**src/rtl/pngu_pkg.sv**
```systemverilog
package pngu_pkg;

  typedef enum logic [3:0] {
    FMT_G1   = 4'd0,
    FMT_G2   = 4'd1,
    FMT_G4   = 4'd2,
    FMT_G8   = 4'd3,
    FMT_GA   = 4'd4,
    FMT_I1   = 4'd5,
    FMT_I2   = 4'd6,
    FMT_I4   = 4'd7,
    FMT_I8   = 4'd8,
    FMT_RGB  = 4'd9,
    FMT_RGBA = 4'd10
  } fmt_t;

  typedef enum logic [2:0] {
    REG_PIXEL_FORMAT = 3'd0,
    REG_LINE_WIDTH   = 3'd1,
    REG_KEY_ENABLE   = 3'd2,
    REG_KEY_GRAY     = 3'd3,
    REG_KEY_RED      = 3'd4,
    REG_KEY_GREEN    = 3'd5,
    REG_KEY_BLUE     = 3'd6,
    REG_UNUSED       = 3'd7
  } reg_idx_t;

  localparam int ADDR_W = 5;

  typedef struct packed {
    logic [3:0]  pixel_format;
    logic [15:0] line_width;
    logic        key_enable;
    logic [7:0]  key_gray;
    logic [7:0]  key_red;
    logic [7:0]  key_green;
    logic [7:0]  key_blue;
  } cfg_t;

  typedef struct packed {
    logic [7:0] red;
    logic [7:0] green;
    logic [7:0] blue;
    logic [7:0] alpha;
    logic       pal;
    logic       oob;
    logic       last;
    logic       line_end;
  } pix_t;

endpackage

```
**src/rtl/pngu_regs.sv**
```systemverilog
module pngu_regs
  import pngu_pkg::*;
(
  input  logic              clk,
  input  logic              rst,
  input  logic              psel,
  input  logic              penable,
  input  logic              pwrite,
  input  logic [ADDR_W-1:0] paddr,
  input  logic [31:0]       pwdata,
  output logic [31:0]       prdata,
  output logic              pready,
  output cfg_t              cfg
);

  reg_idx_t idx;
  logic     wr;

  assign idx    = reg_idx_t'(paddr[ADDR_W-1:2]);
  assign wr     = psel && penable && pwrite;
  assign pready = 1'b1;

  always_ff @(posedge clk) begin
    if (rst) begin
      cfg.pixel_format <= FMT_G8;
      cfg.line_width   <= 16'd1;
      cfg.key_enable   <= 1'b0;
      cfg.key_gray     <= 8'd0;
      cfg.key_red      <= 8'd0;
      cfg.key_green    <= 8'd0;
      cfg.key_blue     <= 8'd0;
    end else if (wr) begin
      case (idx)
        REG_PIXEL_FORMAT: cfg.pixel_format <= pwdata[3:0];
        REG_LINE_WIDTH:   cfg.line_width   <= pwdata[15:0];
        REG_KEY_ENABLE:   cfg.key_enable   <= pwdata[0];
        REG_KEY_GRAY:     cfg.key_gray     <= pwdata[7:0];
        REG_KEY_RED:      cfg.key_red      <= pwdata[7:0];
        REG_KEY_GREEN:    cfg.key_green    <= pwdata[7:0];
        REG_KEY_BLUE:     cfg.key_blue     <= pwdata[7:0];
        default: ;
      endcase
    end
  end

  always_comb begin
    case (idx)
      REG_PIXEL_FORMAT: prdata = {28'd0, cfg.pixel_format};
      REG_LINE_WIDTH:   prdata = {16'd0, cfg.line_width};
      REG_KEY_ENABLE:   prdata = {31'd0, cfg.key_enable};
      REG_KEY_GRAY:     prdata = {24'd0, cfg.key_gray};
      REG_KEY_RED:      prdata = {24'd0, cfg.key_red};
      REG_KEY_GREEN:    prdata = {24'd0, cfg.key_green};
      REG_KEY_BLUE:     prdata = {24'd0, cfg.key_blue};
      default:          prdata = 32'd0;
    endcase
  end

endmodule

```
**config.mk**
```make
export PLATFORM = sky130hd
export DESIGN_NAME = pngu_regs
export DESIGN_NICKNAME = d
export VERILOG_FILES = /design/src/rtl/pngu_pkg.sv /design/src/rtl/pngu_regs.sv
export SDC_FILE = /design/constraint.sdc
export NUM_CORES = 1
export LEC_CHECK = 0
export ABC_AREA = 1
export BUFFER_PORTS_ARGS = -buffer_cell sky130_fd_sc_hd__clkbuf_2
export CELL_PAD_IN_SITES_DETAIL_PLACEMENT = 0
export CELL_PAD_IN_SITES_GLOBAL_PLACEMENT = 1
export CORE_UTILIZATION = 34
export DETAILED_ROUTE_END_ITERATION = 8
export PLACE_DENSITY = 0.83
export SLEW_MARGIN = 20
export SYNTH_ARGS = -nofsm -noshare
export SYNTH_HDL_FRONTEND = slang
export SYNTH_SLANG_ARGS = --single-unit
export TNS_END_PERCENT = 10
```
**constraint.sdc**
```tcl
create_clock -name clk -period 1.9 [get_ports clk]
set_input_delay 0 -clock clk [delete_from_list [all_inputs] [get_ports clk]]
set_output_delay 0 -clock clk [all_outputs]
set_load 0.005 [all_outputs]
```
Word-level counts from Yosys, hierarchy flattened --
Index checks and enable logic that the tools add are counted.
Operators by class: multiplexer cells 1, equal/unequal tests 6, reductions and logical operators 10
Operators by type and width (count):
- $pmux 16 s7 | 1
- $reduce_and 2->1 | 7
- $eq 3x3->1 const B | 3
- $eq 3x2->1 const B | 2
- $eq 3x1->1 const B | 1
- $logic_not 3->1 | 1
- $logic_and 1x1->1 | 2
Word-level totals: bits in registers 53, output and inout port bits 86, bits of input ports 42

Depth between registers and ports, before layout --
Gate-level depths: netlist of run 1.
depth in word-level cells 3, mapped depth 8, gate-level depth less buffers 7

Least setup slack after synthesis of run 1 --
Ideal clock, no wire load.
path kind input-to-reg, start point input port paddr[2], end point register cfg[29] in the netlist's numbering, stages on the path 7, setup slack 1.088 ns, arrival 0.699 ns, library setup time 0.113 ns, path through buf_4 > nand3_1 > nor2_4 > buf_6 > nand2_1 > nand2_1 > nor2_1
Between the ends: word-level cells in the longest chain between the ends 2
RTL lines:
- start: declaration | RTL line pngu_regs.sv:9 | input logic [ADDR_W-1:0] paddr,
- $eq 3x2->1 | RTL line pngu_regs.sv:33 | case (idx)
- $reduce_and 2->1 (no source line)
- end: declaration | RTL line pngu_regs.sv:13 | output cfg_t cfg
Every way passes these cells. A chain may end at the register's enable or synchronous reset.

Worst setup path in the final report of run 1 --
start point input port paddr[3], end point output port prdata[2]
Between the ends: word-level cells in the longest chain between the ends 2, elaborated cells on any way between the ends 8, those cells by class eq/ne: 6; mux: 1; reduce/logical: 1
RTL lines:
- $eq 3x3->1 (tied with other cells) | RTL line pngu_regs.sv:47 | case (idx)
- $pmux 16 s7 (*) | RTL line pngu_regs.sv:47
- end: declaration | RTL line pngu_regs.sv:11 | output logic [31:0] prdata,
Every way passes the cells marked *; elsewhere a longest branch is shown, timed or not.

==> impl_metrics.yaml, run 1 <==
clocking:
  numClockSinks: 53
  cts_max_path_buffers: 2
  ctsResizeCount: 0
  cts_tree: "yes"
  cts_setup_buffers: 0
  cts_hold_buf: 7
  insertion_delay_ps: 310
  clkSlewWorstSetupHoldPaths_ps: 90
  htree_levels: 2
  cts_root_buffer: "clkbuf_8"
  cts_buffers: 5
grt:
  antenna_found_initial: 0
  grt_pass1_wl_um: 12700
  overflow: 0
  grt_max_degree: 29
  grt_usage: 0.186
  grt_pass1_vias: 2591
finish:
  final_nets: 581
  fill_cells: 909
  largest_reg_flops: 53
  drive_above_1_share: 0.228
  antennaDiodeCount: 0
  top_register: "cfg"
  area_delta_synth_final_pct: 19.7
  final_common_cell: "nor2_1"
  layout_common_cells: "nor2_1, nand2_1, clkbuf_2, dfxtp_1, nand3_1"
  top_regs: "cfg x53"
sta:
  period_minus_slack_ps: 1300
  rsz0062_at_grt: "no"
  finalHoldViolCount: 0
  fin_worst_skew_ps: 0
  timing.final.ws_setup_ps: 599
  setup_viol: 0
  period_share: 0.685
  maxSlewViolCount: 0
  fmax_ghz: 0.769
  fin_tns_setup_ps: 0
place:
  gp_congestion: 0.841
  place.port_buffers: 92
  place_ws_ps: 571
  place_hpwl_um: 5790
drt:
  met1_length_um: 3600
  wl_per_cell_um: 12.3
  top_layer_used: "met4"
  postRouteAntennaNets: 0
  drc: 0
  routed_wl_um: 7890
  wl_met2_um: 3700
  initialDrtViolationCount: 127
  vias: 2956
  viasPerCell: 4.59
  dr_wl_met3_um: 440
  first_pass_iters: 4
floorplan:
  die_area_um2: 8870
  start_util: 0.352
  coreArea_um2: 8220
  die_h_um: 94.2
  dieWidth_um: 94.2
  rows: 33
  pin_count: 128
hold_path:
  min_path_type: "input port to register"
  holdPathStages: 5
  hold_start: "pwdata[13]"
  hold_end: "cfg[46]"
critical_path:
  reg2reg_to: "cfg[25]"
  end_kind: "primary output"
  worstPathRequired_ps: 1900
  cp.arrival_ps: 1300
  reg2regPathDepth: 2
  rrSetupSlack_ps: 1240
  r2r_start: "cfg[25]"
  start_kind: "input port"
  path_class: "input port to primary output"
  crit_path_max_fanout: 22
synth:
  synth_seq_cells: 53
  ys_seq_area_frac: 0.367
  syn_inst: 451
  synth_cell_types: 20
  synth_area_um2: 2890
  synth_top_cell_area_share: 0.367
  syn-mean-instance-area_um2: 6.41
  yosysWarnings: 0
  synth.area.top_cells: "dfxtp_1, nor2_1, nand2_1"
  yosysTopAreaCell: "dfxtp_1"
flow_run:
  max_cap_violations: 0
power_and_ir_drop:
  vdd_drop_max_uv: 305
  p_leak_nw: 1.73
  p_per_area_nw_per_um2: 591
status:
  status: "completed"
stage by stage:
| stage | hold WS [ps] | area [um^2] | std cells | power (mW) | util |
|---|---|---|---|---|---|
| 6_report | 1.26 | 3460 | 644 | 2.04 | 0.421 |
| 5_1_grt | 2.50 | 3460 | 644 | 2.15 | 0.421 |
| 4_1_cts | 0.117 | 3460 | 644 | 2.07 | 0.421 |
| 3_5_place_dp | 243 | 3300 | 630 | 1.41 | 0.402 |
| 3_3_place_gp | 245 | 3300 | 630 | 1.40 | 0.402 |
| 2_1_floorplan | 126 | 2950 | 466 | 1.35 | - |
worst max path at each step:
stage                         from         to  slack (ps)  cells past startpoint
after CTS                 paddr[3]  prdata[2]         590                     10
after floorplan           paddr[2]    cfg[29]        1090                      7
after global routing      paddr[3]  prdata[2]         430                     10
after global placement    paddr[3]    cfg[49]         600                      7
final                     paddr[3]  prdata[2]         600                     10
after detailed placement  paddr[3]    cfg[49]         570                      7
kinds of logic (layout without fill, tap and decap cells):
logic type / count (synthesis) / count (layout) / share of synthesized area
and+or+nand+nor: 315 / 315 / 0.471
buffers and inverters: 76 / 149 / 0.150
DFF: 53 / 53 / 0.367
other: 2 / 17 / 0.00260
AOI/OAI and AO/OA: 5 / 5 / 0.00866
metal layers:
| metal | global-route usage | vias to the layer above |
|---|---|---|
| met5 | 0 | - |
| li1 | - | 1535 |
| met2 | 0.306 | 97 |
| met3 | 0.0316 | 11 |
| met1 | 0.244 | 1313 |
| met4 | 0.0603 | 0 |
layout make-up:
| type | count | area (um^2) | area share |
|---|---|---|---|
| repair buffers | 107 | 591 | 0.171 |
| inverters | 35 | 139 | 0.0401 |
| clock buffers | 7 | 86.3 | 0.0250 |
| flip-flops and latches | 53 | 1060 | 0.307 |
| multi-input cells | 337 | 1450 | 0.420 |
| well taps | 105 | 131 | 0.0380 |
synthesized netlist by cell type (all sizes together):
| cell type | count |
|---|---|
| conb | 2 |
| nand2 | 120 |
| buf | 41 |
| a21oi | 4 |
| inv | 35 |
| o21ai | 1 |
| nand3 | 44 |
| nor2 | 133 |
| nand4 | 18 |
| dfxtp | 53 |
critical path: stages:
cell and delay, ps:
clkbuf_2 290, inv_6 210, nand2_1 80, nor2_2 80, buf_4 250, nand2_1 80, nand2_1 70, inv_1 30
nand2_1 70, clkbuf_2 120
power breakdown:
part	switching [mW]	internal [mW]	total, mW	leakage, nW
registers	0.0120	1.12	1.14	0.428
clock network	0.362	0.290	0.652	0.0443
logic	0.168	0.0869	0.255	1.26
Note: power is estimated with default switching activity, not from simulation.
==> inputs of run 2 (changes only) <==
ABC_AREA = 0   (was 1)
CORE_UTILIZATION = 31   (was 34)
PLACE_DENSITY = 0.75   (was 0.83)
clock period = 1.1 ns   (was 1.9 ns; I/O delays follow)
==> run 2 against run 1 <==
Against the previous run:
- the run now ends with negative setup slack left
- global-route usage is 1.2 points lower
- core utilization is 2.2 points higher
- clock power is 120% higher
- worst hold slack better by 37 ps
- count of clock-buffer cells in the layout is 2 lower
- flip-flop and latch count stayed put
- combinational power is 77% higher
- sequential power is 70% higher
- highest routed layer unchanged
==> impl_metrics.yaml, run 2 <==
critical_path:
  reg2reg_to: "cfg[49]"
  critPathLaunch: "cfg[0]"
  r2r_start: "cfg[49]"
  cp.arrival_ps: 1520
  cpPeakStageDelay_ps: 470
  worstPathRequired_ps: 1100
  rrSetupSlack_ps: 350
  critPathCapture: "prdata[0]"
  start_kind: "register"
  path_cells: "mux4_2 -> mux2_4 -> clkbuf_2"
  slowest_stage: "mux4_2"
  end_kind: "primary output"
  crit_path_max_fanout: 2
  path_class: "register to primary output"
  reg2regPathDepth: 3
floorplan:
  pin_count: 128
  coreArea_um2: 8380
  rows: 33
  dieWidth_um: 96.0
  die_area_um2: 9210
  die_h_um: 96.0
  start_util: 0.326
synth:
  synth_area_um2: 2740
  synth_ff_type: "dfxtp_1"
  synth_cell_types: 35
  syn-mean-instance-area_um2: 9.88
  ys_seq_area_frac: 0.388
  synth_top_cell_area_share: 0.388
  synth_commonest_cells: "mux2i_1, dfxtp_1, nand2b_1"
  yosysWarnings: 0
  syn_inst: 277
  synth_edf_count: 0
  synth_seq_cells: 53
  async_flop_share: 0
  synth.area.top_cells: "dfxtp_1, mux2i_1, nand2b_1"
  yosysTopAreaCell: "dfxtp_1"
  yosysMostFrequentCell: "mux2i_1"
grt:
  grt_pass1_vias: 2293
  antenna_found_initial: 0
  overflow: 0
  grt_pass1_wl_um: 11900
  grt_usage: 0.173
  grt_max_degree: 26
status:
  status: "finished, violations left"
  violations: "negative setup slack"
sta:
  finalHoldViolCount: 0
  fmax_ghz: 0.657
  setup_viol: 8
  period_share: 1.38
  maxSlewViolCount: 0
  timing.final.ws_setup_ps: -421
  period_minus_slack_ps: 1520
  fin_worst_skew_ps: 0
  rsz0062_at_grt: "yes"
finish:
  final_nets: 447
  top_regs: "cfg x53"
  fin_util: 0.443
  top_register: "cfg"
  final_cell_area_um2: 3710
  antennaDiodeCount: 0
  final_common_cell: "clkbuf_2"
  layout_common_cells: "clkbuf_2, mux2i_1, nand2b_1, buf_4, dfxtp_1"
  area_delta_synth_final_pct: 35.7
  drive_above_1_share: 0.421
  largest_reg_flops: 53
power_and_ir_drop:
  p_per_area_nw_per_um2: 1030
  p_leak_nw: 1.90
  vdd_drop_max_uv: 594
  total_power_mw: 3.81
drt:
  vias: 2429
  viasPerCell: 4.75
  first_pass_iters: 4
  initialDrtViolationCount: 136
  routed_wl_um: 7680
  postRouteAntennaNets: 0
  wl_per_cell_um: 15.0
  drc: 0
place:
  post_dp_cell_area_um2: 3470
  place_hpwl_um: 5780
  gp_congestion: 0.833
  place.port_buffers: 92
clocking:
  cts_setup_buffers: 0
  numClockSinks: 53
  cts_buffers: 5
  insertion_delay_ps: 310
  htree_levels: 2
  clkSlewWorstSetupHoldPaths_ps: 110
  cts_max_path_buffers: 2
  cts_tree: "yes"
  cts_root_buffer: "clkbuf_8"
hold_path:
  min_path_type: "input port to register"
flow_run:
  max_cap_violations: 0
==> run 2: changes by cell type in the layout (fill, tap and decap cells not counted), moves of 32 or more <==
cell,previous run,this run
nand2b_1,0,51
buf_4,8,40
nor2_1,125,6
nand3_1,40,8
mux2i_1,0,54
nand2_1,120,2
==> run 2: metrics by stage <==
step / hold WS (ps) / cells / setup TNS (ps) / setup WS [ps]
5_1_grt: 45.0 / 511 / -2000 / -454
6_report: 38.4 / 511 / -1680 / -421
3_5_place_dp: 246 / 494 / -1620 / -101
4_1_cts: 32.6 / 511 / -1730 / -426
2_1_floorplan: 148 / 292 / 0 / 71.8
3_3_place_gp: 246 / 494 / -800 / -82.0
==> run 2: metal layers <==
layer	vias up	global-route usage	wire, um
met4	0	0.0522	91
met1	1130	0.239	3800
li1	1200	-	-
met3	6	0.0245	379
met2	93	0.280	3410
met5	-	0	0
==> run 2: final cells by class <==
type / count / area (um^2)
timing repair buffer: 142 / 871
sequential: 53 / 1080
clock buffer: 5 / 68.8
multi-input combinational: 203 / 1510
fill: 855 / 4670
clock inverter: 3 / 47.5
tap: 105 / 131
==> run 2: worst max-delay path: cells and delay by family (launching register included) <==
family	cells	cell delay, ps
buffers and inverters	1	110
flip-flops	1	330
multiplexers	2	760
==> run 2: repair_timing <==
| action | 4_1_cts | 5_1_grt |
|---|---|---|
| setup endpoints to repair | 9 | 8 |
| gates resized for setup | 17 | 6 |
| endpoints found under the hold margin | 10 | 0 |
| pin swaps | 4 | 0 |
| cloned | 0 | 0 |
| hold buffers | 9 | 0 |
==> run 2: logic make-up (layout without fill, tap and decap cells) <==
group	after synthesis	after routing	synth area share
DFF	53	53	0.388
muxes	58	58	0.218
and+or+nand+nor	94	94	0.215
AOI/OAI and AO/OA	34	34	0.0901
buffers and inverters	36	150	0.0864
other	2	17	0.00274
==> run 2: worst min-delay path by stage <==
stage          startpoint       to  slack, ps  cells past startpoint
2_1_floorplan   pwdata[8]  cfg[41]        150                      2
3_3_place_gp   pwdata[15]  cfg[48]        250                      3
3_5_place_dp   pwdata[15]  cfg[48]        250                      3
4_1_cts         pwdata[4]  cfg[12]         30                      3
5_1_grt         pwdata[4]   cfg[4]         50                      3
6_report        pwdata[4]   cfg[4]         40                      3
==> run 2: power by group <==
part / internal (mW) / total, mW / leakage (nW) / switching [mW]
Clock: 0.695 / 1.41 / 0.0591 / 0.715
Combinational: 0.223 / 0.452 / 1.40 / 0.229
Sequential: 1.93 / 1.94 / 0.435 / 0.0118
==> inputs of run 3 (changes only) <==
CORE_MARGIN = 3   (was default)
HOLD_SLACK_MARGIN = 0.02   (was default)
SETUP_SLACK_MARGIN = 0.5   (was default)
==> run 3 against run 2 <==
Against the previous run:
- the flow finishes with violations (negative hold slack, negative setup slack)
- count of clock-buffer cells in the layout grew 1
- power shrank 1.3%
- routed wire length grew 9.4%
- core utilization grew 9.7 points
- critical endpoint unchanged
- largest power group unchanged
==> impl_metrics.yaml, run 3 (synthesized netlist as in run 2, its figures left out) <==
status:
  status: "finished, violations left"
  violations: "negative hold slack, negative setup slack"
drt:
  postRouteAntennaNets: 0
  initialDrtViolationCount: 101
  first_pass_iters: 4
  drc: 0
  wl_per_cell_um: 15.8
  vias: 2515
  viasPerCell: 4.72
  routed_wl_um: 8400
critical_path:
  rrSetupSlack_ps: 280
  path_class: "register to primary output"
  start_kind: "register"
  worstPathRequired_ps: 1100
  critPathLaunch: "cfg[0]"
  r2r_start: "cfg[50]"
  end_kind: "primary output"
  crit_path_max_fanout: 2
  reg2reg_to: "cfg[50]"
  reg2regPathDepth: 2
  cp.arrival_ps: 1490
clocking:
  clkSlewWorstSetupHoldPaths_ps: 100
  numClockSinks: 53
  cts_max_path_buffers: 2
  cts_hold_buf: 8
  cts_tree: "yes"
  htree_levels: 2
  cts_root_buffer: "clkbuf_8"
  cts_buffers: 5
  insertion_delay_ps: 310
sta:
  finalHoldWorstSlack_ps: -7.66
  setup_viol: 8
  maxSlewViolCount: 0
  period_share: 1.35
  timing.final.ws_setup_ps: -389
  fmax_ghz: 0.672
  period_minus_slack_ps: 1490
  finalHoldViolCount: 1
  fin_worst_skew_ps: 0
  rsz0062_at_grt: "yes"
place:
  place_ws_ps: -84.6
  place.port_buffers: 92
  dp_cells: 485
  place_hpwl_um: 5650
  gp_congestion: 0.767
  post_dp_cell_area_um2: 3440
floorplan:
  dieWidth_um: 100
  die_h_um: 100
  rows: 33
  coreArea_um2: 8380
  pin_count: 128
  die_area_um2: 9990
  start_util: 0.326
grt:
  grt_usage: 0.162
  grt_pass1_wl_um: 12900
  grt.busiest_layer: "met2"
  antenna_found_initial: 0
  grt_use_met1: 0.215
  grt_pass1_vias: 2484
  grt_max_degree: 36
  overflow: 0
  grt_use_met3: 0.0417
  use_met2: 0.272
power_and_ir_drop:
  p_per_area_nw_per_um2: 829
  vdd_drop_max_uv: 456
  p_leak_nw: 2.21
finish:
  largest_reg_flops: 53
  instances_no_fill: 533
  area_delta_synth_final_pct: 65.6
  drive_above_1_share: 0.605
  antennaDiodeCount: 0
  final_nets: 469
  final-seq-area_um2: 1130
  fill_cells: 731
  top_register: "cfg"
  multi_input_area_um2: 1740
  final_common_cell: "clkbuf_2"
  layout_common_cells: "clkbuf_2, mux2i_1, buf_6, dfxtp_2, nand2b_1"
  top_regs: "cfg x53"
  final_cell_area_um2: 4530
flow_run:
  max_cap_violations: 0
hold_path:
  hold_end: "cfg[33]"
  hold_start: "pwdata[0]"
  holdPathStages: 3
  min_path_type: "input port to register"
==> run 3: stage by stage <==
stage	TNS (ps)	utilization	power, mW	hold slack, ps
after floorplan	0	-	2.28	148
after global placement	-1660	0.411	2.41	245
after detailed placement	-3320	0.411	2.41	250
after CTS	-1520	0.473	3.69	-28.8
after global routing	-1850	0.541	3.90	15.8
final	-1440	0.541	3.76	-7.66
==> run 3: layout make-up <==
type,instances,share of cell area
multi-input cells,203,0.384
clock buffers,6,0.0182
clock inverters,2,0.00387
flip-flops and latches,53,0.250
well taps,105,0.0290
repair buffers,164,0.315
==> run 3: repair_timing <==
action,CTS,global route
endpoints found under the setup margin,122,122
pin swaps,9,16
cloned,1,0
endpoints found under the hold margin,10,1
gates resized for setup,75,109
buffers inserted,21,10
==> run 3: worst max path at each step <==
stage | cells after the start | slack (ps) | end
after floorplan | 2 | 70 | prdata[0]
after global placement | 6 | -90 | prdata[2]
after detailed placement | 4 | -80 | cfg[9]
after CTS | 3 | -400 | prdata[0]
after global routing | 3 | -440 | prdata[0]
final | 3 | -390 | prdata[0]
==> run 3: power by group <==
group | switching, mW | leakage, nW | total (mW) | internal (mW)
Sequential | 0.0114 | 0.452 | 1.94 | 1.93
Combinational | 0.282 | 1.71 | 0.605 | 0.323
Clock | 0.687 | 0.0518 | 1.21 | 0.524
==> run 3: routing by layer <==
| layer | part of all wire | vias to the layer above | wire length [um] |
|---|---|---|---|
| met3 | 0.074 | 7 | 620 |
| met1 | 0.43 | 1174 | 3620 |
| met2 | 0.49 | 95 | 4100 |
| li1 | - | 1239 | - |
| met4 | 0.0070 | 0 | 59 |
| met5 | 0 | - | 0 |
==> run 3: critical path, stage by stage, from the launching register on <==
cell,delay (ps)
dfxtp_2,330
mux4_2,450
mux2_4,290
clkbuf_2,110
