$ cat config.mk
export PLATFORM = sky130hd
export DESIGN_NAME = pngu_unpack
export DESIGN_NICKNAME = d
export VERILOG_FILES = /design/src/rtl/pngu_pkg.sv /design/src/rtl/pngu_unpack.sv
export SDC_FILE = /design/constraint.sdc
export NUM_CORES = 1
export LEC_CHECK = 0
export ABC_AREA = 1
export BUFFER_PORTS_ARGS = -buffer_cell sky130_fd_sc_hd__buf_2
export CAP_MARGIN = 10
export CORE_MARGIN = 2
export CORE_UTILIZATION = 45
export DETAILED_ROUTE_END_ITERATION = 6
export PLACE_DENSITY_LB_ADDON = 0.3
export REMOVE_ABC_BUFFERS = 1
export SLEW_MARGIN = 15
export SYNTH_ARGS = -nofsm -noshare
export SYNTH_HDL_FRONTEND = slang
export SYNTH_SLANG_ARGS = --single-unit
$ cat constraint.sdc
create_clock -name clk -period 12.8 [get_ports clk]
set_input_delay 1.28 -clock clk [delete_from_list [all_inputs] [get_ports clk]]
set_output_delay 1.28 -clock clk [all_outputs]
set_load 0.005 [all_outputs]
$ cat src/rtl/pngu_pkg.sv
package pngu_pkg;

  typedef enum logic [3:0] {
    FMT_G1   = 4'd0,
    FMT_G2   = 4'd1,
    FMT_G4   = 4'd2,
    FMT_G8   = 4'd3,
    FMT_GA   = 4'd4,
    FMT_I1   = 4'd5,
    FMT_I2   = 4'd6,
    FMT_I4   = 4'd7,
    FMT_I8   = 4'd8,
    FMT_RGB  = 4'd9,
    FMT_RGBA = 4'd10
  } fmt_t;

  typedef enum logic [2:0] {
    REG_PIXEL_FORMAT = 3'd0,
    REG_LINE_WIDTH   = 3'd1,
    REG_KEY_ENABLE   = 3'd2,
    REG_KEY_GRAY     = 3'd3,
    REG_KEY_RED      = 3'd4,
    REG_KEY_GREEN    = 3'd5,
    REG_KEY_BLUE     = 3'd6,
    REG_UNUSED       = 3'd7
  } reg_idx_t;

  localparam int ADDR_W = 5;

  typedef struct packed {
    logic [3:0]  pixel_format;
    logic [15:0] line_width;
    logic        key_enable;
    logic [7:0]  key_gray;
    logic [7:0]  key_red;
    logic [7:0]  key_green;
    logic [7:0]  key_blue;
  } cfg_t;

  typedef struct packed {
    logic [7:0] red;
    logic [7:0] green;
    logic [7:0] blue;
    logic [7:0] alpha;
    logic       pal;
    logic       oob;
    logic       last;
    logic       line_end;
  } pix_t;

endpackage

$ cat src/rtl/pngu_unpack.sv
module pngu_unpack
  import pngu_pkg::*;
#(
  parameter int PALETTE_DEPTH = 256
) (
  input  logic        clk,
  input  logic        rst,
  input  cfg_t        cfg,
  input  logic        in_valid,
  output logic        in_ready,
  input  logic        kind,
  input  logic [7:0]  sample_first,
  input  logic [7:0]  sample_second,
  input  logic [7:0]  sample_third,
  input  logic [7:0]  sample_fourth,
  input  logic [7:0]  palette_slot,
  input  logic [31:0] palette_color,
  input  logic        pix_ready,
  output logic        pix_fire,
  output pix_t        pix,
  output logic [7:0]  rd_addr,
  output logic        wr_en,
  output logic [7:0]  wr_addr,
  output logic [31:0] wr_data
);

  logic        a_valid;
  logic        a_kind;
  logic [7:0]  a_s1;
  logic [7:0]  a_s2;
  logic [7:0]  a_s3;
  logic [7:0]  a_s4;
  logic [7:0]  a_slot;
  logic [31:0] a_color;
  logic [2:0]  a_idx;
  logic [15:0] column;

  fmt_t        fmt;
  logic [3:0]  fmt_off;
  logic [1:0]  sel;
  logic [4:0]  amt;
  logic [7:0]  shifted;
  logic [7:0]  v;
  logic [7:0]  gray;
  logic        packed_fmt;
  logic        last_sample;
  logic        is_pix;
  logic [16:0] col_sum;
  logic        col_end;
  logic        done;
  logic        gray_key;

  assign fmt     = fmt_t'(cfg.pixel_format);
  assign fmt_off = cfg.pixel_format - 4'(FMT_I1);
  assign sel     = (cfg.pixel_format <= 4'(FMT_G4)) ? cfg.pixel_format[1:0] : fmt_off[1:0];
  assign amt     = {2'b00, a_idx} << sel;
  assign shifted = a_s1 << amt;
  assign last_sample = (a_idx == (3'd7 >> sel));

  always_comb begin
    case (sel)
      2'd0: begin
        v    = {7'd0, shifted[7]};
        gray = {8{shifted[7]}};
      end
      2'd1: begin
        v    = {6'd0, shifted[7:6]};
        gray = {4{shifted[7:6]}};
      end
      default: begin
        v    = {4'd0, shifted[7:4]};
        gray = {2{shifted[7:4]}};
      end
    endcase
  end

  assign col_sum  = {1'b0, column} + 17'd1;
  assign col_end  = col_sum >= {1'b0, cfg.line_width};
  assign gray_key = cfg.key_enable;

  always_comb begin
    pix        = '0;
    rd_addr    = a_s1;
    is_pix     = 1'b1;
    packed_fmt = 1'b0;
    case (fmt)
      FMT_G1, FMT_G2, FMT_G4: begin
        packed_fmt = 1'b1;
        pix.red    = gray;
        pix.green  = gray;
        pix.blue   = gray;
        pix.alpha  = (gray_key && gray == cfg.key_gray) ? 8'd0 : 8'd255;
      end
      FMT_G8: begin
        pix.red   = a_s1;
        pix.green = a_s1;
        pix.blue  = a_s1;
        pix.alpha = (gray_key && a_s1 == cfg.key_gray) ? 8'd0 : 8'd255;
      end
      FMT_GA: begin
        pix.red   = a_s1;
        pix.green = a_s1;
        pix.blue  = a_s1;
        pix.alpha = a_s2;
      end
      FMT_I1, FMT_I2, FMT_I4: begin
        packed_fmt = 1'b1;
        pix.pal    = 1'b1;
        rd_addr    = v;
      end
      FMT_I8: begin
        pix.pal = 1'b1;
      end
      FMT_RGB: begin
        pix.red   = a_s1;
        pix.green = a_s2;
        pix.blue  = a_s3;
        pix.alpha = (cfg.key_enable && a_s1 == cfg.key_red && a_s2 == cfg.key_green &&
                     a_s3 == cfg.key_blue) ? 8'd0 : 8'd255;
      end
      FMT_RGBA: begin
        pix.red   = a_s1;
        pix.green = a_s2;
        pix.blue  = a_s3;
        pix.alpha = a_s4;
      end
      default: is_pix = 1'b0;
    endcase
    // index beyond the palette reads as all zero
    pix.oob      = pix.pal && ({1'b0, rd_addr} >= 9'(PALETTE_DEPTH));
    pix.line_end = col_end;
    pix.last     = col_end || !packed_fmt || last_sample;
  end

  assign pix_fire = a_valid && !a_kind && is_pix && pix_ready;
  assign done     = a_valid && (a_kind || !is_pix || (pix_ready && pix.last));
  assign in_ready = !a_valid || done;

  assign wr_en   = a_valid && a_kind && ({1'b0, a_slot} < 9'(PALETTE_DEPTH));
  assign wr_addr = a_slot;
  assign wr_data = a_color;

  always_ff @(posedge clk) begin
    if (rst) begin
      a_valid <= 1'b0;
      column  <= 16'd0;
    end else begin
      if (in_valid && in_ready) begin
        a_valid <= 1'b1;
      end else if (done) begin
        a_valid <= 1'b0;
      end
      if (pix_fire) begin
        column <= col_end ? 16'd0 : col_sum[15:0];
      end
    end
  end

  always_ff @(posedge clk) begin
    if (in_valid && in_ready) begin
      a_kind  <= kind;
      a_s1    <= sample_first;
      a_s2    <= sample_second;
      a_s3    <= sample_third;
      a_s4    <= sample_fourth;
      a_slot  <= palette_slot;
      a_color <= palette_color;
      a_idx   <= 3'd0;
    end else if (pix_fire) begin
      a_idx <= a_idx + 3'd1;
    end
  end

endmodule

==> Word-level counts from Yosys, hierarchy flattened <==
Index checks and enable logic that the tools add are counted.
{ "totals": {"register_bits": 93, "latchBits": 0, "ramBits": 0, "rom_bits": 0, "input_bits": 130, "out_inout_bits": 87, "wordCells": 78, "n_memories": 0} }
{ "op_classes": {"n_addsub": 3, "mul": 0, "div_mod_pow": 0, "magnitude_cmp": 2, "n_eq_ne": 17, "n_shift": 3, "muxes": 14, "n_bitwise": 0, "reduce_logical": 29} }
{ "ops": {"columns": ["operator", "count"], "rows": [
  ["case mux 32 bit (5 select lines)", 1],
  ["equality test 8 bit", 5],
  ["two-way mux 8 bit", 4],
  ["adder 16 x 1 -> 17 bit (second input constant)", 1],
  ["greater-or-equal comparator 17 x 16 -> 1 bit", 1],
  ["equality test 4 x 3 -> 1 bit (second input constant)", 4],
  ["two-way mux 16 bit", 1],
  ["case mux 7 bit (2 select lines)", 1],
  ["equality test 4 bit (second input constant)", 3],
  ["logical AND 1 bit", 12],
  ["OR reduction 11 bit", 1],
  ["equality test 4 x 2 -> 1 bit (second input constant)", 2],
  ["case mux 4 bit (2 select lines)", 1],
  ["<< shifter 8 x 5 -> 8 bit", 1],
  ["OR reduction 3 bit", 2],
  ["OR reduction 6 bit", 1],
  ["logical OR 1 bit", 5],
  ["two-way mux 1 bit", 5],
  ["<< shifter 3 x 2 -> 5 bit", 1],
  ["equality test 4 x 1 -> 1 bit (second input constant)", 1],
  ["less-or-equal comparator 4 x 2 -> 1 bit (second input constant)", 1],
  ["logical NOT 1 bit", 4],
  ["logical NOT 4 bit", 1],
  ["OR reduction 4 bit", 1],
  ["8 further kinds", 8]
]} }

==> Logic depth before layout (Yosys ltp) <==
Gate-level depths: netlist of run 1.
{ "logic_depth": {"ltp_word": 12, "depth_mapped": 22, "depth_no_buf": 21} }

==> Worst setup path before layout of run 1 <==
Ideal clock, no wire load.
{ "synth_timing": {"kind": "input to register", "startpoint": "in cfg[49] (netlist bit)", "endpoint": "reg a_kind, enable pin", "setup_time_ns": 0.533, "arrival_ns": 6.421, "path_slack_ns": 5.846, "path_stages": 14, "path_cell_list": "inv_1 ha_1 buf_2 nand2_2 nand2_2 nand2_4 inv_6 buf_8 nor2_1 xor2_1 nand3_1 nand2_1 o21ai_0 a21oi_1"} }
{ "synth_via": {"elab_chain_len": 11, "word_cells_on_any_way": 30, "cone_classes": "add/sub (1); order compare (1); eq/ne (11); shift (1); mux (3); reduce/logical (13)"} }
{ "synth_rtl": {"columns": ["item", "line", "rtl"], "rows": [
  ["start, declared", "pngu_unpack.sv:8", "input cfg_t cfg,"],
  ["parallel branches: the longest is 7 deep, another holds less-or-equal comparator 4 x 2 -> 1 bit", null, null],
  ["logical OR 1 bit *", "pngu_unpack.sv:136", "assign done = a_valid && (a_kind || !is_pix || (pix_ready && pix.last));"],
  ["logical AND 1 bit *", "pngu_unpack.sv:136", null],
  ["logical OR 1 bit *", "pngu_unpack.sv:137", "assign in_ready = !a_valid || done;"],
  ["logical AND 1 bit *", "pngu_unpack.sv:160", "if (in_valid && in_ready) begin"],
  ["end signal, assigned", "pngu_unpack.sv:161", "a_kind <= kind;"],
  ["end, declared", "pngu_unpack.sv:28", "logic a_kind;"]
]} }
Every way passes the cells marked *.
A chain may end at the register's enable or synchronous reset.

==> Worst setup path in the final report of run 1 <==
{ "layout_timing": {"startpoint": "in cfg[49] (netlist bit)", "endpoint": "out pix_fire"} }
{ "layout_via": {"elab_chain_len": 5, "word_cells_on_any_way": 15, "cone_classes": "eq/ne (10); mux (1); reduce/logical (4)"} }
{ "layout_rtl": {"columns": ["item", "line", "rtl"], "rows": [
  ["equality test 4 bit (tied with other cells)", "pngu_unpack.sv:86", "case (fmt)"],
  ["OR reduction 11 bit (no line) *", null, null],
  ["two-way mux 1 bit *", "pngu_unpack.sv:86", null],
  ["logical AND 1 bit * (2 in a row)", "pngu_unpack.sv:135", "assign pix_fire = a_valid && !a_kind && is_pix && pix_ready;"],
  ["end, declared", "pngu_unpack.sv:19", "output logic pix_fire,"]
]} }
Mark *: on every way between the ends. The rest lies on a longest branch, timed or not.

==> run_results.csv, run 1 <==
group,metric,value,unit
global_route,grt_pass1_vias,4893,
routing,drt_iter0_drc,459,
placed_design,gp_congestion,0.971,
worst_setup_path,crit_path_end_kind,"output port",
die,die-area,13100,µm²
yosys,synth_compound_area_frac,0.113,
timing,fmax,192,MHz
yosys,async_reset_ff_frac,0,
worst_setup_path,critical_path_class,"input pin to output port",
pwr,ir_worst_vdd,0.0950,mV
pwr,power_density,107,nW/µm²
timing,finalWorstSetupSlack,7600,ps
worst_setup_path,required,11520,ps
outcome,status,"completed",
final_layout,nets,1006,
routing,antenna_left,0,
timing,drv_slew,0,
yosys,ys_seq_elements,93,
routing,vias,5153,
timing,slew_headroom,0.451,
clock_tree,cts_num_sinks,93,
clock_tree,ctsResizeCount,0,
yosys,syn_avg_cell_area,8.58,µm²
final_layout,drive_gt1_frac,0.307,
worst_setup_path,arrival,3920,ps
global_route,track_usage,0.225,
yosys,synthXorXnorAreaFrac,0.0448,
worst_setup_path,cp_max_fo,20,
yosys,synth.mux.area_fraction,0,
clock_tree,postCtsSetupBuffers,0,
clock_tree,clk_pin_slew,70,ps
timing,rsz0062_at_grt,"no",
yosys,synth-edff-count,73,
die,core-area,12000,µm²
routing,post-route-drc-count,0,
run,cap_viol_max_count,0,
final_layout,fill_cells,1125,
die,io_pins,217,
yosys,synth-simple-area-share,0.236,
clock_tree,numCtsBuffers,9,
pwr,power.total,0.000752,W
die,fp.dieH,114,µm
global_route,grt_max_degree,67,
yosys,synth_adder_area_share,0.0503,
die,start_util,0.458,
timing,setup_viol,0,
worst_setup_path,start_kind,"input pin",
clock_tree,cts_root_buffer,"clkbuf_16",
timing,finalHoldViolCount,0,
yosys,yosysSeqAreaShare,0.474,
yosys,syn_area,5470,µm²
global_route,antenna_found_initial,2,
timing,worstMarginPinSlew,823,ps
yosys,ys_warn_count,0,
clock_tree,hold_buffers,0,
clock_tree,cts_tree,"done",
routing,wl_per_cell,14.7,µm
timing,timing.hold.ws,472,ps
yosys,ys.flop_type,"edfxtp_1",
timing,fin_worst_skew,7.56,ps
placed_design,port_buffers,215,
clock_tree,cts_buffer_depth,2,
final_layout,area_growth,27.9,%
yosys,synth_top_family_by_area,"simple AND/OR/NAND/NOR gates",
routing,drt_first_pass_iters,5,
pwr,p_leak,3.40,nW
yosys,ys_types,46,
worst_hold_path,hold_class,"flop to flop",
yosys,syn_inst,638,
die,rows,40,
clock_tree,htree_levels,3,
placed_design,place_ws,7560,ps
routing,wirelength,14800,µm
timing,fin_crit,5200,ps
die,die_width,114,µm
placed_design,hpwl,11900,µm
global_route,grt_first_pass_wirelength,23000,µm
global_route,gr-total-overflow,0,
timing,final.setup.tns,0,ps
timing,fin_crit_sh,0.406,
clock_tree,clk-insertion-delay-late,350,ps
routing,avgViaCountPerCell,5.12,
==> where the power goes <==
part           internal (W)  switching (W)
Sequential         0.000343     0.00000698
Combinational     0.0000549      0.0000810
Clock              0.000140       0.000127
==> routing by layer <==
layer,track usage,wire length [µm],vias to the layer above
li1,-,-,2583
met1,0.275,6150,2360
met2,0.386,7180,186
met3,0.0561,1110,24
met4,0.0813,322,0
met5,0,0,-
==> synthesized netlist by cell type (6+ instances only) <==
library cell	count	area share
nor2_1	47	0.032
nand2_2	8	0.0091
nand2_1	145	0.099
nand4_1	14	0.016
o22ai_1	9	0.010
nand3_1	36	0.033
a21oi_1	30	0.027
nor3_1	8	0.0073
ha_1	22	0.050
o2111ai_1	6	0.0096
dfxtp_1	20	0.073
inv_1	95	0.065
o21ai_0	36	0.033
xor2_1	23	0.037
edfxtp_1	73	0.40
==> worst paths after layout <==
kind              slack, ps  cells past startpoint        end       from
setup reg to reg       8300                     16     a_kind  column[0]
hold reg to reg         470                      2  column[5]  column[5]
hold / removal          470                      2  column[5]  column[5]
setup / recovery       7600                     12   pix_fire    cfg[49]
==> flip-flops by register name, summed over array words and instances (netlist names) <==
name / count
a_idx: 3
a_s3: 8
a_valid: 1
a_s4: 8
a_s1: 8
column: 16
a_s2: 8
wr_data: 32
a_kind: 1
wr_addr: 8
==> critical path, stage by stage <==
cell and delay (ps):
buf_2 130, inv_1 100, ha_1 320, nor2_1 200, inv_1 60, o21ai_1 290
o21ai_1 140, nor4_1 410, nor3b_2 150, nand2_1 560, inv_2 110, buf_2 160
==> metrics by stage <==
stage	cell area, µm²	util	std cells
after CTS	7000	0.585	1006
final	7000	0.585	1007
after global routing	7000	0.585	1006
after detailed placement	6690	0.559	990
after global placement	6690	0.559	990
after floorplan	5410	-	627
==> cell usage in the layout (no fill, tap or decap), types with 3 or more instances in the layout <==
cell type  instances
a211oi_1           5
nor3_1             8
nor2_1            47
a21oi_1           29
inv_6              3
o21ai_1            3
clkbuf_16          9
xnor2_1            5
nand3_1           36
o22ai_1            9
inv_2              3
o21ai_0           36
or2_2              3
ha_1              22
edfxtp_1          73
inv_1             95
nand4_1           14
buf_2            215
nor2_4             3
clkinv_8           3
o2111ai_1          6
nand2_4            3
xor2_1            23
dfxtp_1           20
nand2_1          145
nand2_2            8
nor4_1             5
==> logic make-up after synthesis <==
logic type	after synthesis
XOR/XNOR	28
AND/OR/NAND/NOR	281
other	1
flip-flops	93
AO/OA/AOI/OAI	102
adder cells (fa/ha/maj)	22
buffers and inverters	111
==> cell type report <==
class                   instances  area (µm²)  share of cell area
diodes                          1        2.50            0.000358
clock buffers                   9         225              0.0322
clock inverters                 7        86.3              0.0123
inverters                     100         380              0.0543
multi-input cells             434        2440               0.349
flip-flops and latches         93        2590               0.370
well taps                     147         184              0.0263
repair buffers                216        1080               0.155
Note: power is estimated with default switching activity, not from simulation.
==> run 2: changes to the inputs <==
--- a/config.mk
+++ b/config.mk
@@ -5,7 +5,7 @@
 export SDC_FILE = /design/constraint.sdc
 export NUM_CORES = 1
 export LEC_CHECK = 0
-export ABC_AREA = 1
+export ABC_AREA = 0
 export BUFFER_PORTS_ARGS = -buffer_cell sky130_fd_sc_hd__buf_2
 export CAP_MARGIN = 10
 export CORE_MARGIN = 2
==> constraint.sdc (replaced) <==
create_clock -name clk -period 4.2 [get_ports clk]
set_input_delay 0.42 -clock clk [delete_from_list [all_inputs] [get_ports clk]]
set_output_delay 0.42 -clock clk [all_outputs]
set_load 0.005 [all_outputs]
==> run_results.csv, run 2 <==
group,metric,value,unit
outcome,status,"completed",
yosys,yosys.area.top_type,"edfxtp_1",
die,fp.dieH,115,µm
routing,vias,5251,
worst_setup_path,required,3780,ps
worst_setup_path,critPathSlowestCell,"or3_4",
worst_setup_path,ff2ff_path_depth,18,
worst_setup_path,cp-startpoint,"cfg[50]",
final_layout,fill_cells,1032,
yosys,ys_types,70,
placed_design,port_buffers,215,
timing,fin_crit,4060,ps
placed_design,gp_congestion,0.897,
yosys,synth-edff-count,73,
clock_tree,numCtsBuffers,9,
clock_tree,cts_num_sinks,93,
yosys,ys_warn_count,0,
worst_setup_path,arrival,3640,ps
die,rows,40,
timing,worstMarginPinSlew,899,ps
yosys,ys_seq_elements,93,
die,die-area,13300,µm²
pwr,p_leak,3.28,nW
placed_design,hpwl,13400,µm
yosys,syn_area,5560,µm²
worst_setup_path,timing.rr.end,"column[11]",
pwr,seq_power_share,0.475,
final_layout,drive_gt1_frac,0.382,
yosys,async_reset_ff_frac,0,
worst_setup_path,cp_cell_sequence,"buf_2 -> inv_1 -> ha_1 -> inv_1 -> a211o_1 -> and3_1 -> or3_4 -> a311o_1 -> and2_1 -> a211o_1 -> a22oi_2 -> o211ai_4 -> a221o_1 -> buf_2",
timing,fin_crit_sh,0.966,
yosys,syn_avg_cell_area,10.3,µm²
worst_setup_path,r2r_slack,440,ps
pwr,power_switching,0.000609,W
final_layout,fin_util,0.607,
clock_tree,htree_levels,3,
run,cap_viol_max_count,0,
yosys,yosysSeqAreaShare,0.466,
die,core-area,12000,µm²
die,die_width,115,µm
worst_setup_path,start_kind,"input pin",
timing,timing.hold.ws,247,ps
final_layout,antennaDiodeCount,0,
global_route,grt_pass1_vias,5280,
clock_tree,cts_tree,"done",
timing,fmax,247,MHz
clock_tree,cts_buffer_depth,2,
worst_setup_path,reg2reg_from,"column[0]",
worst_setup_path,crit_path_end_kind,"output port",
yosys,ys_top_cells_by_count,"edfxtp_1, nand2_1, inv_1, xor2_1, nor2_1",
yosys,synth_most_common_cell,"edfxtp_1",
final_layout,final_common_cell,"buf_2",
final_layout,nets,916,
pwr,power_density,310,nW/µm²
routing,wirelength,17200,µm
routing,drt_first_pass_iters,6,
timing,setup_viol,0,
yosys,ys.flop_type,"edfxtp_1",
global_route,grt_max_degree,70,
routing,antenna_left,0,
pwr,p_clk_frac,0.352,
global_route,grt_first_pass_wirelength,25900,µm
clock_tree,cts_root_buffer,"clkbuf_16",
timing,fin_worst_skew,12.2,ps
clock_tree,clk_pin_slew,70,ps
worst_setup_path,critical_path_class,"input pin to output port",
pwr,intPower,0.00165,W
timing,finalHoldViolCount,0,
global_route,gr-total-overflow,0,
yosys,syn_inst,541,
pwr,ir_worst_vdd,0.317,mV
worst_setup_path,cp_max_fo,8,
routing,avgViaCountPerCell,5.73,
worst_setup_path,cp-endpoint,"pix[10]",
yosys,ys_top_cells_by_area,"edfxtp_1, dfxtp_1, ha_1",
worst_hold_path,hold_class,"input pin to flop",
die,io_pins,217,
routing,post-route-drc-count,0,
global_route,antenna_found_initial,0,
timing,drv_slew,0,
pwr,combPwrFrac,0.173,
final_layout,largest_register_ffs,32,
routing,wl_per_cell,18.8,µm
die,start_util,0.463,
routing,drt_iter0_drc,457,
timing,slew_headroom,0.398,
clock_tree,clk-insertion-delay-late,340,ps
worst_setup_path,critPathMaxStageDelay,360,ps
yosys,yosysTopAreaCellShare,0.394,
clock_tree,hold_buffers,0,
pwr,switching_share,0.270,
global_route,track_usage,0.254,
final_layout,final_cell_mix,"buf_2, edfxtp_1, nand2_1",
final_layout,area_growth,31.2,%
-- run 2: changes by cell type in the layout (fill, tap and decap cells not counted), moves of 16 or more --
cell,before,now
nand2_1,145,50
nand3_1,36,19
nor2_1,47,23
o21ai_0,36,20
inv_1,95,30
buf_4,1,21
a221o_1,0,17
-- run 2: power groups by stage --
stage	Clock (W)	Combinational, W	Sequential (W)
4_1_cts	0.000811	0.000385	0.00107
3_5_place_dp	0	0.000383	0.00109
2_1_floorplan	0	0.000177	0.00110
6_report	0.000795	0.000390	0.00107
5_1_grt	0.000845	0.000422	0.00108
3_3_place_gp	0	0.000379	0.00109
-- run 2: worst min-delay path by stage --
stage / startpoint / endpoint / depth (start not counted)
floorplan: column[15] / column[15] / 2
global placement: column[15] / column[15] / 2
detailed placement: column[1] / column[1] / 2
CTS: palette_color[0] / wr_data[0] / 1
global route: palette_color[25] / wr_data[25] / 1
finish: palette_color[0] / wr_data[0] / 1
-- run 2: stage by stage --
step	TNS (ps)	power, W	cells	setup WS [ps]	instance area [µm²]
floorplan	-374300	0.00127	516	-4930	5450
global placement	0	0.00147	899	76.7	6890
detailed placement	0	0.00148	899	113	6890
CTS	0	0.00227	915	19.6	7210
global route	-28.6	0.00235	916	-28.6	7290
finish	0	0.00226	916	144	7290
-- run 2: cell families after synthesis --
kind of cell	share of synthesized area
muxes	0.0113
other	0.000675
buffers and inverters	0.0403
DFF	0.466
and+or+nand+nor	0.173
xor gates and xnor gates	0.0756
AOI/OAI and AO/OA	0.183
adders and majority gates	0.0495
-- run 2: repair_timing --
action	4_1_cts	5_1_grt
resized for setup	6	21
endpoints found under the setup margin	3	15
pin swaps	1	4
setup buffers	0	1
hold endpoints to repair	0	0
-- run 2: cell type report --
cell class | count | area (µm²) | area share
Inverter | 30 | 113 | 0.0154
Multi-Input combinational cell | 393 | 2850 | 0.390
Clock buffer | 9 | 225 | 0.0309
Sequential cell | 93 | 2600 | 0.356
Tap cell | 147 | 184 | 0.0252
Timing Repair Buffer | 237 | 1250 | 0.172
Clock inverter | 7 | 71.3 | 0.00978
-- run 2: critical path: cells and delay by family --
kind / cells / cell delay [ps]
adder cells (fa/ha/maj): 1 / 350
AND/OR/NAND/NOR: 3 / 750
AO/OA/AOI/OAI: 6 / 1580
buffers and inverters: 4 / 530
-- run 2: metal layers --
| layer | up-vias | wire length [µm] | global-route usage |
|---|---|---|---|
| met5 | - | 0 | 0 |
| met4 | 0 | 513 | 0.0940 |
| met3 | 47 | 1390 | 0.0669 |
| met2 | 267 | 8670 | 0.442 |
| met1 | 2468 | 6650 | 0.301 |
| li1 | 2469 | - | - |
